### config.mk
export PLATFORM = sky130hd
export DESIGN_NAME = text_to_unsigned_parser_flat
export DESIGN_NICKNAME = d
export VERILOG_FILES = /design/src/rtl/t2u_pkg.sv /design/src/rtl/t2u_in_if.sv /design/src/rtl/t2u_res_if.sv /design/src/rtl/text_to_unsigned_parser.sv /design/src/flat_wrapper.sv
export VERILOG_INCLUDE_DIRS = /design/src /design/src/rtl
export SDC_FILE = /design/constraint.sdc
export NUM_CORES = 2
export LEC_CHECK = 0
export BUFFER_PORTS_ARGS = -buffer_cell sky130_fd_sc_hd__buf_2
export CAP_MARGIN = 20
export CORE_AREA = 2 2 204 206
export CTS_CLUSTER_DIAMETER = 100
export CTS_CLUSTER_SIZE = 8
export DETAILED_ROUTE_END_ITERATION = 12
export DIE_AREA = 0 0 206 208
export GPL_TIMING_DRIVEN = 0
export PLACE_DENSITY = 0.77
export SLEW_MARGIN = 20
export SYNTH_ARGS = -nofsm -noshare
export SYNTH_HDL_FRONTEND = slang
export SYNTH_SLANG_ARGS = --single-unit
### constraint.sdc
create_clock -name clk_i -period 12.07 [get_ports clk_i]
set_clock_uncertainty 0.15 [all_clocks]
set_input_delay 0.6035 -clock clk_i [delete_from_list [all_inputs] [get_ports clk_i]]
set_output_delay 0.6035 -clock clk_i [all_outputs]
set_load 0.01 [all_outputs]
### src/rtl/assert_macros.svh
// Assertion macros used by the parser top level.
`ifndef ASSERT_MACROS_SVH
`define ASSERT_MACROS_SVH

// Same-cycle implication, disabled while reset is active (active low).
`define ASSERT_IMPL(lbl, clk, rst_n, ante, cons) \
  lbl: assert property (@(posedge clk) disable iff (!(rst_n)) (ante) |-> (cons)) \
    else $error("assertion failed");

// Next-cycle implication, disabled while reset is active (active low).
`define ASSERT_NEXT(lbl, clk, rst_n, ante, cons) \
  lbl: assert property (@(posedge clk) disable iff (!(rst_n)) (ante) |=> (cons)) \
    else $error("assertion failed");

`endif

### src/rtl/t2u_pkg.sv
// Types, character codes and decode helpers for the text to unsigned parser.
`default_nettype none

package t2u_pkg;

  localparam int unsigned CHAR_BITS = 8;
  localparam int unsigned BASE_BITS = 6;

  typedef logic [CHAR_BITS-1:0] char_t;
  typedef logic [BASE_BITS-1:0] base_t;

  localparam base_t BASE_RESET  = base_t'(10);
  localparam base_t BASE_DETECT = base_t'(0);
  localparam base_t BASE_BAD    = base_t'(1);
  localparam base_t BASE_OCT    = base_t'(8);
  localparam base_t BASE_DEC    = base_t'(10);
  localparam base_t BASE_HEX    = base_t'(16);
  localparam base_t BASE_MAX    = base_t'(36);
  // digit code for a byte that is no digit at all; never below a legal base
  localparam base_t DIGIT_NONE  = base_t'(36);

  localparam char_t CH_ZERO  = char_t'(8'h30);
  localparam char_t CH_NINE  = char_t'(8'h39);
  localparam char_t CH_LA    = char_t'(8'h61);
  localparam char_t CH_LZ    = char_t'(8'h7a);
  localparam char_t CH_UA    = char_t'(8'h41);
  localparam char_t CH_UZ    = char_t'(8'h5a);
  localparam char_t CH_LX    = char_t'(8'h78);
  localparam char_t CH_UX    = char_t'(8'h58);
  localparam char_t CH_MINUS = char_t'(8'h2d);
  localparam char_t CH_PLUS  = char_t'(8'h2b);
  localparam char_t CH_SPACE = char_t'(8'h20);
  localparam char_t CH_TAB   = char_t'(8'h09);
  localparam char_t CH_CR    = char_t'(8'h0d);

  function automatic logic is_space(input char_t c);
    return (c == CH_SPACE) || ((c >= CH_TAB) && (c <= CH_CR));
  endfunction

  function automatic base_t digit_of(input char_t c);
    base_t d;
    d = DIGIT_NONE;
    if ((c >= CH_ZERO) && (c <= CH_NINE)) begin
      d = base_t'(c - CH_ZERO);
    end else if ((c >= CH_LA) && (c <= CH_LZ)) begin
      d = base_t'(c - CH_LA) + BASE_DEC;
    end else if ((c >= CH_UA) && (c <= CH_UZ)) begin
      d = base_t'(c - CH_UA) + BASE_DEC;
    end
    return d;
  endfunction

endpackage

`default_nettype wire

### src/rtl/t2u_in_if.sv
// Character input channel: valid/ready with one byte and a start flag.
`default_nettype none

interface t2u_in_if;
  import t2u_pkg::*;

  logic  valid;
  logic  ready;
  char_t character;
  logic  start_of_string;

  modport source (output valid, output character, output start_of_string, input ready);
  modport sink   (input valid, input character, input start_of_string, output ready);
endinterface

`default_nettype wire

### src/rtl/t2u_res_if.sv
// Result channel: valid/ready with converted value, end offset and bad base flag.
`default_nettype none

interface t2u_res_if #(
  parameter int unsigned VALUE_BITS  = 64,
  parameter int unsigned OFFSET_BITS = 16
);
  logic                   valid;
  logic                   ready;
  logic [VALUE_BITS-1:0]  value;
  logic [OFFSET_BITS-1:0] end_offset;
  logic                   bad_base;

  modport source (output valid, output value, output end_offset, output bad_base, input ready);
  modport sink   (input valid, input value, input end_offset, input bad_base, output ready);
endinterface

`default_nettype wire

### src/rtl/text_to_unsigned_parser.sv
// Top level: streaming strtoul-style text to unsigned integer parser.
//
// Usage:
//  - txt_i carries one byte per transaction; start_of_string marks the first
//    byte of a string and clears all parse state. Bytes arriving while no
//    string is open (after reset or after a result) are consumed and dropped.
//  - res_o carries at most one transaction per string: value, end_offset and
//    bad_base, produced at the first byte that does not fit the number.
//  - cfg_we_i/cfg_data_i write number_base (reset 10, 0 = detect from prefix).
//    The base is sampled on each start byte; write it only while idle.
//  - A byte accepted on txt_i waits in the input register, is decoded from
//    there, and its result is offered on res_o from the result register.
//  - Throughput: one byte per cycle unless res_o stalls. The cycle is set
//    by the digit path: decode, a VALUE_BITS x 6 multiply by the base and one add.
//  - When res_o stalls with a result pending, the decode stage waits and
//    txt_i holds ready low once the input register is full too.
//  - Reset (rst_ni, async, active low) empties both registers and leaves the
//    parser waiting for a start byte; the base returns to 10.
//  - A bad base (1 or above 36) gives its result on the start byte itself.
`default_nettype none
`include "assert_macros.svh"

module text_to_unsigned_parser #(
  parameter int unsigned VALUE_BITS  = 64,
  parameter int unsigned OFFSET_BITS = 16
) (
  input  wire                 clk_i,
  input  wire                 rst_ni,
  input  wire t2u_pkg::base_t cfg_data_i,
  input  wire                 cfg_we_i,
  t2u_in_if.sink              txt_i,
  t2u_res_if.source           res_o
);
  import t2u_pkg::*;

  typedef enum logic [1:0] {
    PH_WS,
    PH_PREFIX,
    PH_X,
    PH_DIGITS
  } phase_e;

  localparam logic [OFFSET_BITS-1:0] OFF_MAX = '1;

  // configuration
  base_t number_base_q;

  // input register
  logic  in_vld_q;
  char_t char_q;
  logic  sos_q;

  // parse state
  phase_e                 phase_q, phase_d;
  logic                   neg_q, neg_d;
  base_t                  base_q, base_d;
  logic [VALUE_BITS-1:0]  acc_q, acc_d;
  logic [OFFSET_BITS-1:0] cnt_q, cnt_d;
  logic                   fin_q, fin_d;
  logic                   seen_q, seen_d;
  logic                   afterx_q, afterx_d;
  logic [OFFSET_BITS-1:0] fb_q, fb_d;

  // result register
  logic                   out_vld_q;
  logic [VALUE_BITS-1:0]  val_q;
  logic [OFFSET_BITS-1:0] off_q;
  logic                   bad_q;

  logic                   proc_fire;
  logic                   emit;
  logic [VALUE_BITS-1:0]  emit_val;
  logic [OFFSET_BITS-1:0] emit_off;
  logic                   emit_bad;
  logic                   handled;
  base_t                  dig;
  logic [VALUE_BITS-1:0]  mul_acc;

  function automatic logic [OFFSET_BITS-1:0] sat_inc(input logic [OFFSET_BITS-1:0] v);
    return (v == OFF_MAX) ? v : v + 1'b1;
  endfunction

  // decode stage runs whenever the result register has room
  assign proc_fire   = in_vld_q && (!out_vld_q || res_o.ready);
  assign txt_i.ready = !in_vld_q || proc_fire;

  assign res_o.valid      = out_vld_q;
  assign res_o.value      = val_q;
  assign res_o.end_offset = off_q;
  assign res_o.bad_base   = bad_q;

  assign dig = digit_of(char_q);

  // one character of the strtoul walk; phases fall through like the C loop
  always_comb begin
    phase_d  = phase_q;
    neg_d    = neg_q;
    base_d   = base_q;
    acc_d    = acc_q;
    cnt_d    = cnt_q;
    fin_d    = fin_q;
    seen_d   = seen_q;
    afterx_d = afterx_q;
    fb_d     = fb_q;
    emit     = 1'b0;
    emit_val = '0;
    emit_off = '0;
    emit_bad = 1'b0;
    handled  = 1'b0;
    mul_acc  = '0;

    if (sos_q) begin
      phase_d  = PH_WS;
      neg_d    = 1'b0;
      acc_d    = '0;
      cnt_d    = '0;
      seen_d   = 1'b0;
      afterx_d = 1'b0;
      fb_d     = '0;
      fin_d    = 1'b0;
      base_d   = number_base_q;
      if ((base_d == BASE_BAD) || (base_d > BASE_MAX)) begin
        emit     = 1'b1;
        emit_val = '1;
        emit_bad = 1'b1;
        fin_d    = 1'b1;
      end
    end

    if (!fin_d) begin
      if (phase_d == PH_WS) begin
        if (is_space(char_q)) begin
          cnt_d   = sat_inc(cnt_d);
          handled = 1'b1;
        end else begin
          phase_d = PH_PREFIX;
          if (char_q == CH_MINUS) begin
            neg_d   = 1'b1;
            cnt_d   = sat_inc(cnt_d);
            handled = 1'b1;
          end else if (char_q == CH_PLUS) begin
            cnt_d   = sat_inc(cnt_d);
            handled = 1'b1;
          end
        end
      end

      if (!handled && (phase_d == PH_PREFIX)) begin
        phase_d = PH_DIGITS;
        if ((base_d == BASE_DETECT) || (base_d == BASE_HEX)) begin
          if (char_q == CH_ZERO) begin
            if (base_d == BASE_DETECT) begin
              base_d = BASE_OCT;
            end
            seen_d  = 1'b1;
            cnt_d   = sat_inc(cnt_d);
            phase_d = PH_X;
            handled = 1'b1;
          end else if (base_d == BASE_DETECT) begin
            base_d = BASE_DEC;
          end
        end
      end

      if (!handled && (phase_d == PH_X)) begin
        phase_d = PH_DIGITS;
        if ((char_q == CH_LX) || (char_q == CH_UX)) begin
          base_d   = BASE_HEX;
          fb_d     = cnt_d;
          seen_d   = 1'b0;
          afterx_d = 1'b1;
          cnt_d    = sat_inc(cnt_d);
          handled  = 1'b1;
        end
      end

      if (!handled) begin
        if (dig < base_d) begin
          mul_acc = VALUE_BITS'(acc_d * {{(VALUE_BITS-BASE_BITS){1'b0}}, base_d});
          acc_d   = mul_acc + VALUE_BITS'(dig);
          seen_d  = 1'b1;
          cnt_d   = sat_inc(cnt_d);
        end else begin
          emit  = 1'b1;
          fin_d = 1'b1;
          if (seen_d) begin
            emit_val = neg_d ? ('0 - acc_d) : acc_d;
            emit_off = cnt_d;
          end else if (afterx_d) begin
            emit_off = fb_d;
          end
        end
      end
    end
  end

  // state, input register and result register
  always_ff @(posedge clk_i or negedge rst_ni) begin
    if (!rst_ni) begin
      number_base_q <= BASE_RESET;
      in_vld_q      <= 1'b0;
      char_q        <= '0;
      sos_q         <= 1'b0;
      out_vld_q     <= 1'b0;
      val_q         <= '0;
      off_q         <= '0;
      bad_q         <= 1'b0;
      phase_q       <= PH_WS;
      neg_q         <= 1'b0;
      base_q        <= BASE_DETECT;
      acc_q         <= '0;
      cnt_q         <= '0;
      fin_q         <= 1'b1;
      seen_q        <= 1'b0;
      afterx_q      <= 1'b0;
      fb_q          <= '0;
    end else begin
      if (cfg_we_i) begin
        number_base_q <= cfg_data_i;
      end

      if (txt_i.valid && txt_i.ready) begin
        in_vld_q <= 1'b1;
        char_q   <= txt_i.character;
        sos_q    <= txt_i.start_of_string;
      end else if (proc_fire) begin
        in_vld_q <= 1'b0;
      end

      if (proc_fire) begin
        phase_q  <= phase_d;
        neg_q    <= neg_d;
        base_q   <= base_d;
        acc_q    <= acc_d;
        cnt_q    <= cnt_d;
        fin_q    <= fin_d;
        seen_q   <= seen_d;
        afterx_q <= afterx_d;
        fb_q     <= fb_d;
      end

      if (proc_fire && emit) begin
        out_vld_q <= 1'b1;
        val_q     <= emit_val;
        off_q     <= emit_off;
        bad_q     <= emit_bad;
      end else if (res_o.ready) begin
        out_vld_q <= 1'b0;
      end
    end
  end

  // a bad base result carries all ones and no consumed characters
  `ASSERT_IMPL(a_bad_base_shape, clk_i, rst_ni, res_o.valid && res_o.bad_base, (res_o.value == '1) && (res_o.end_offset == '0))
  // a held character is never dropped without being decoded
  `ASSERT_NEXT(a_in_held, clk_i, rst_ni, in_vld_q && !proc_fire, in_vld_q)
  // no result once a string is closed until a new start byte arrives
  `ASSERT_IMPL(a_no_emit_closed, clk_i, rst_ni, proc_fire && fin_q && !sos_q, !emit)

endmodule

`default_nettype wire
### src/flat_wrapper.sv
// flat-port wrapper written by rule: the top's interface ports become plain ports
module text_to_unsigned_parser_flat import t2u_pkg::*;
#(
  parameter int unsigned VALUE_BITS  = 64,
  parameter int unsigned OFFSET_BITS = 16
)
  (clk_i, rst_ni, cfg_data_i, cfg_we_i, txt_i_valid, txt_i_character, txt_i_start_of_string, txt_i_ready, res_o_valid, res_o_value, res_o_end_offset, res_o_bad_base, res_o_ready);
  t2u_in_if txt_i_i ();
  t2u_res_if #(.VALUE_BITS(VALUE_BITS), .OFFSET_BITS(OFFSET_BITS)) res_o_i ();
  input  wire clk_i;
  input  wire rst_ni;
  input  wire t2u_pkg::base_t cfg_data_i;
  input  wire cfg_we_i;
  input wire logic [$bits(txt_i_i.valid)-1:0] txt_i_valid;
  input wire logic [$bits(txt_i_i.character)-1:0] txt_i_character;
  input wire logic [$bits(txt_i_i.start_of_string)-1:0] txt_i_start_of_string;
  output wire logic [$bits(txt_i_i.ready)-1:0] txt_i_ready;
  output wire logic [$bits(res_o_i.valid)-1:0] res_o_valid;
  output wire logic [$bits(res_o_i.value)-1:0] res_o_value;
  output wire logic [$bits(res_o_i.end_offset)-1:0] res_o_end_offset;
  output wire logic [$bits(res_o_i.bad_base)-1:0] res_o_bad_base;
  input wire logic [$bits(res_o_i.ready)-1:0] res_o_ready;
  assign txt_i_i.valid = txt_i_valid;
  assign txt_i_i.character = txt_i_character;
  assign txt_i_i.start_of_string = txt_i_start_of_string;
  assign txt_i_ready = txt_i_i.ready;
  assign res_o_valid = res_o_i.valid;
  assign res_o_value = res_o_i.value;
  assign res_o_end_offset = res_o_i.end_offset;
  assign res_o_bad_base = res_o_i.bad_base;
  assign res_o_i.ready = res_o_ready;
  text_to_unsigned_parser #(.VALUE_BITS(VALUE_BITS), .OFFSET_BITS(OFFSET_BITS)) u_core (.clk_i(clk_i), .rst_ni(rst_ni), .cfg_data_i(cfg_data_i), .cfg_we_i(cfg_we_i), .txt_i(txt_i_i), .res_o(res_o_i));
endmodule
==> reports/results.tsv <==
metric	value	unit
DRC viols	0	
switching power	1.89	mW
Crit path required time	12.36	ns
Total Nets Final	3432	
core area	40600	sq um
Max Freq	84.7	MHz
Worst EP arrival	12.10	ns
GRT Resource Usage Total	0.413	
worst-path fanout max	10	
antenna viol nets, final	0	
Leak	12.5	nW
Root Buffer Master	clkbuf_16	
min Tclk post-route	11.81	ns
unrepaired setup endpoints after global routing	no	
die area	42800	sq um
top post-synthesis cells by count	nor2_1, nand2_1, o21ai_0	
max-slew violation count	0	
post-synth net total	3295	
Synth Flop Type	dfrtp_1	
worst-margin pin slew	1.15	ns
crit path buf inv count	7	
combinational power share	0.523	
VDD IR max	0.106	mV
Synth Warn #	0	
HP Class	primary input to flip-flop	
drt pass-1 iters	9	
die width	206	um
Non-Filler Instances	3568	
Clk pwr share	0.203	
# H-tree levels	1	
grt ovf	0	
maxcap violations	0	
Clock transition at path regs	0.06	ns
CTS Buf Count	29	
initial core utilization	0.595	
Post-synth ARST share	1.00	
EDFF count, synth	0	
Tcrit/Tclk final	0.979	
Mapped Area	24100	sq um
first-pass GRT wire length	135	mm
latest clock arrival within the worst-skew pair	0.59	ns
Most common cell on crit path	clkbuf_1	
CTS tree	built	
DP HPWL	67.5	mm
die height	208	um
sequential-to-total area share from yosys stat	0.214	
Mapped Avg Cell Area	8.36	sq um
share of cells above drive strength 1	0.0715	
Crit. End Element	flip-flop	
Area Overhead vs Synth	8.61	%
Slowest-stage cell, CP	clkdlybuf4s15_1	
wire per inst	24.4	um
DR vias/cell	6.65	
placed cell count	3524	
Place WS	0.297	ns
count leader, synth	nor2_1	
most area-consuming cells after synthesis	dfrtp_1, fa_1, ha_1	
DR vias	23700	
vias in the first global route	23200	
io pins	103	
Mapped Cells	2887	
DR iter-0 viols	2671	
placer congestion estimate	1.00	
final setup TNS	0	ns
PortBufs	101	
FP Rows	74	
Crit path max-delay family	buffers and inverters	
Sw Share	0.503	
status	finished, final reports clean	
Internal	1.87	mW
share of the synthesized area in the top cell type	0.210	
Final WS setup	0.257	ns
Setup crit start kind	flip-flop	
post-CTS setup buffer count	0	
final setup vio count	0	
largest net degree at the start of global routing	97	
Slew HR	0.229	
worst stage delay on the critical path	0.77	ns
Sink Count	206	
kind of critical path	flip-flop to flip-flop	
initial antenna violation count	0	
register share of total power	0.274	
area leader, netlist	dfrtp_1	
synth unique cells	102	
deepest clock path buffer count	3	
Hold Vio Cnt, Final	0	
P per Cell Area	144	nW/um^2
n_diodes	0	
Post-Route WL	87.2	mm
flops & latches, synth	206	
==> path summary, 6_finish.rpt <==
check,startpoint,endpoint,slack (ns),cells after the start
worst max-delay path,u_core.sos_q$_DFFE_PN0P_,u_core.acc_q[62]$_DFFE_PN0P_,0.26,30
worst min-delay path,txt_i_valid,u_core.in_vld_q$_DFFE_PN0P_,0.07,2
worst max register to register,u_core.sos_q$_DFFE_PN0P_,u_core.acc_q[62]$_DFFE_PN0P_,0.26,30
worst min register to register,u_core.afterx_q$_DFFE_PN0P_,u_core.afterx_q$_DFFE_PN0P_,0.32,2
max in group asynchronous,rst_ni,u_core.res_o.value[49]$_DFFE_PN0P_,10.25,4
min in group asynchronous,rst_ni,u_core.res_o.end_offset[7]$_DFFE_PN0P_,0.34,2
==> layout by cell type, fill, tap and decap left out, types with 82 or more instances in the layout <==
cell type | Yosys | routed
fa_1 | 240 | 240
inv_1 | 82 | 82
buf_2 | 10 | 111
ha_1 | 148 | 148
a21oi_1 | 122 | 122
nand2_1 | 343 | 343
dfrtp_1 | 203 | 203
o21ai_0 | 245 | 245
nor2_1 | 481 | 481
clkbuf_1 | 125 | 135
==> per-layer routing <==
layer	share of wire	GRT usage	wire [um]	up-vias
met1	0.38	0.539	32900	11600
met3	0.10	0.0786	9020	337
met2	0.45	0.637	38900	1434
li1	-	-	-	10400
met5	0	0	0	-
met4	0.073	0.246	6360	0
==> timing repair <==
item,in CTS,in global routing
hold buffers,1,0
setup endpoints to repair,0,7
resized for setup,0,7
hold endpoints to repair,28,0
==> registers in the layout, summed over array words and instances, names as in the netlist, 2 cells and up <==
name and count:
u_core.fb_q 16, u_core.res_o.end_offset 16, u_core.phase_q 2, u_core.res_o.value 64
u_core.base_q 6, u_core.cnt_q 16, u_core.char_q 8, u_core.acc_q 64
u_core.number_base_q 6
==> logic make-up (layout without fill, tap and decap cells) <==
| logic type | count (synthesis) | in the layout | share of synthesized area |
|---|---|---|---|
| xor gates and xnor gates | 120 | 120 | 0.0439 |
| buffers and inverters | 250 | 399 | 0.0397 |
| and+or+nand+nor | 1191 | 1191 | 0.223 |
| adders and majority gates | 388 | 388 | 0.276 |
| muxes | 33 | 33 | 0.0150 |
| AOI/OAI and AO/OA | 699 | 699 | 0.189 |
| DFF | 206 | 206 | 0.214 |
==> power groups by stage <==
stage | clock network (mW) | registers [mW] | logic [mW]
2_1_floorplan | 0 | 1.03 | 1.13
4_1_cts | 0.762 | 1.02 | 1.90
3_3_place_gp | 0 | 1.02 | 1.84
3_5_place_dp | 0 | 1.03 | 1.89
6_report | 0.762 | 1.03 | 1.97
5_1_grt | 0.785 | 1.05 | 2.11
==> cell type report <==
| type | count | area [sq um] |
|---|---|---|
| Tap cell | 532 | 666 |
| Timing Repair Buffer | 106 | 597 |
| Inverter | 85 | 319 |
| Clock inverter | 1 | 8.76 |
| Fill cell | 3547 | 14300 |
| Multi-Input combinational cell | 2431 | 18000 |
| Sequential cell | 206 | 5160 |
| Buffer | 165 | 648 |
| Clock buffer | 42 | 774 |
==> metrics by stage <==
step	hold WS (ns)	util	area, sq um	total power [mW]
detailed placement	0.308	0.626	25400	2.92
floorplan	0.158	-	24100	2.16
finish	0.0706	0.646	26200	3.76
global placement	0.300	0.624	25300	2.86
global route	0.0894	0.646	26200	3.94
CTS	0.0672	0.646	26200	3.68
Power figures use the tool's default switching activity.
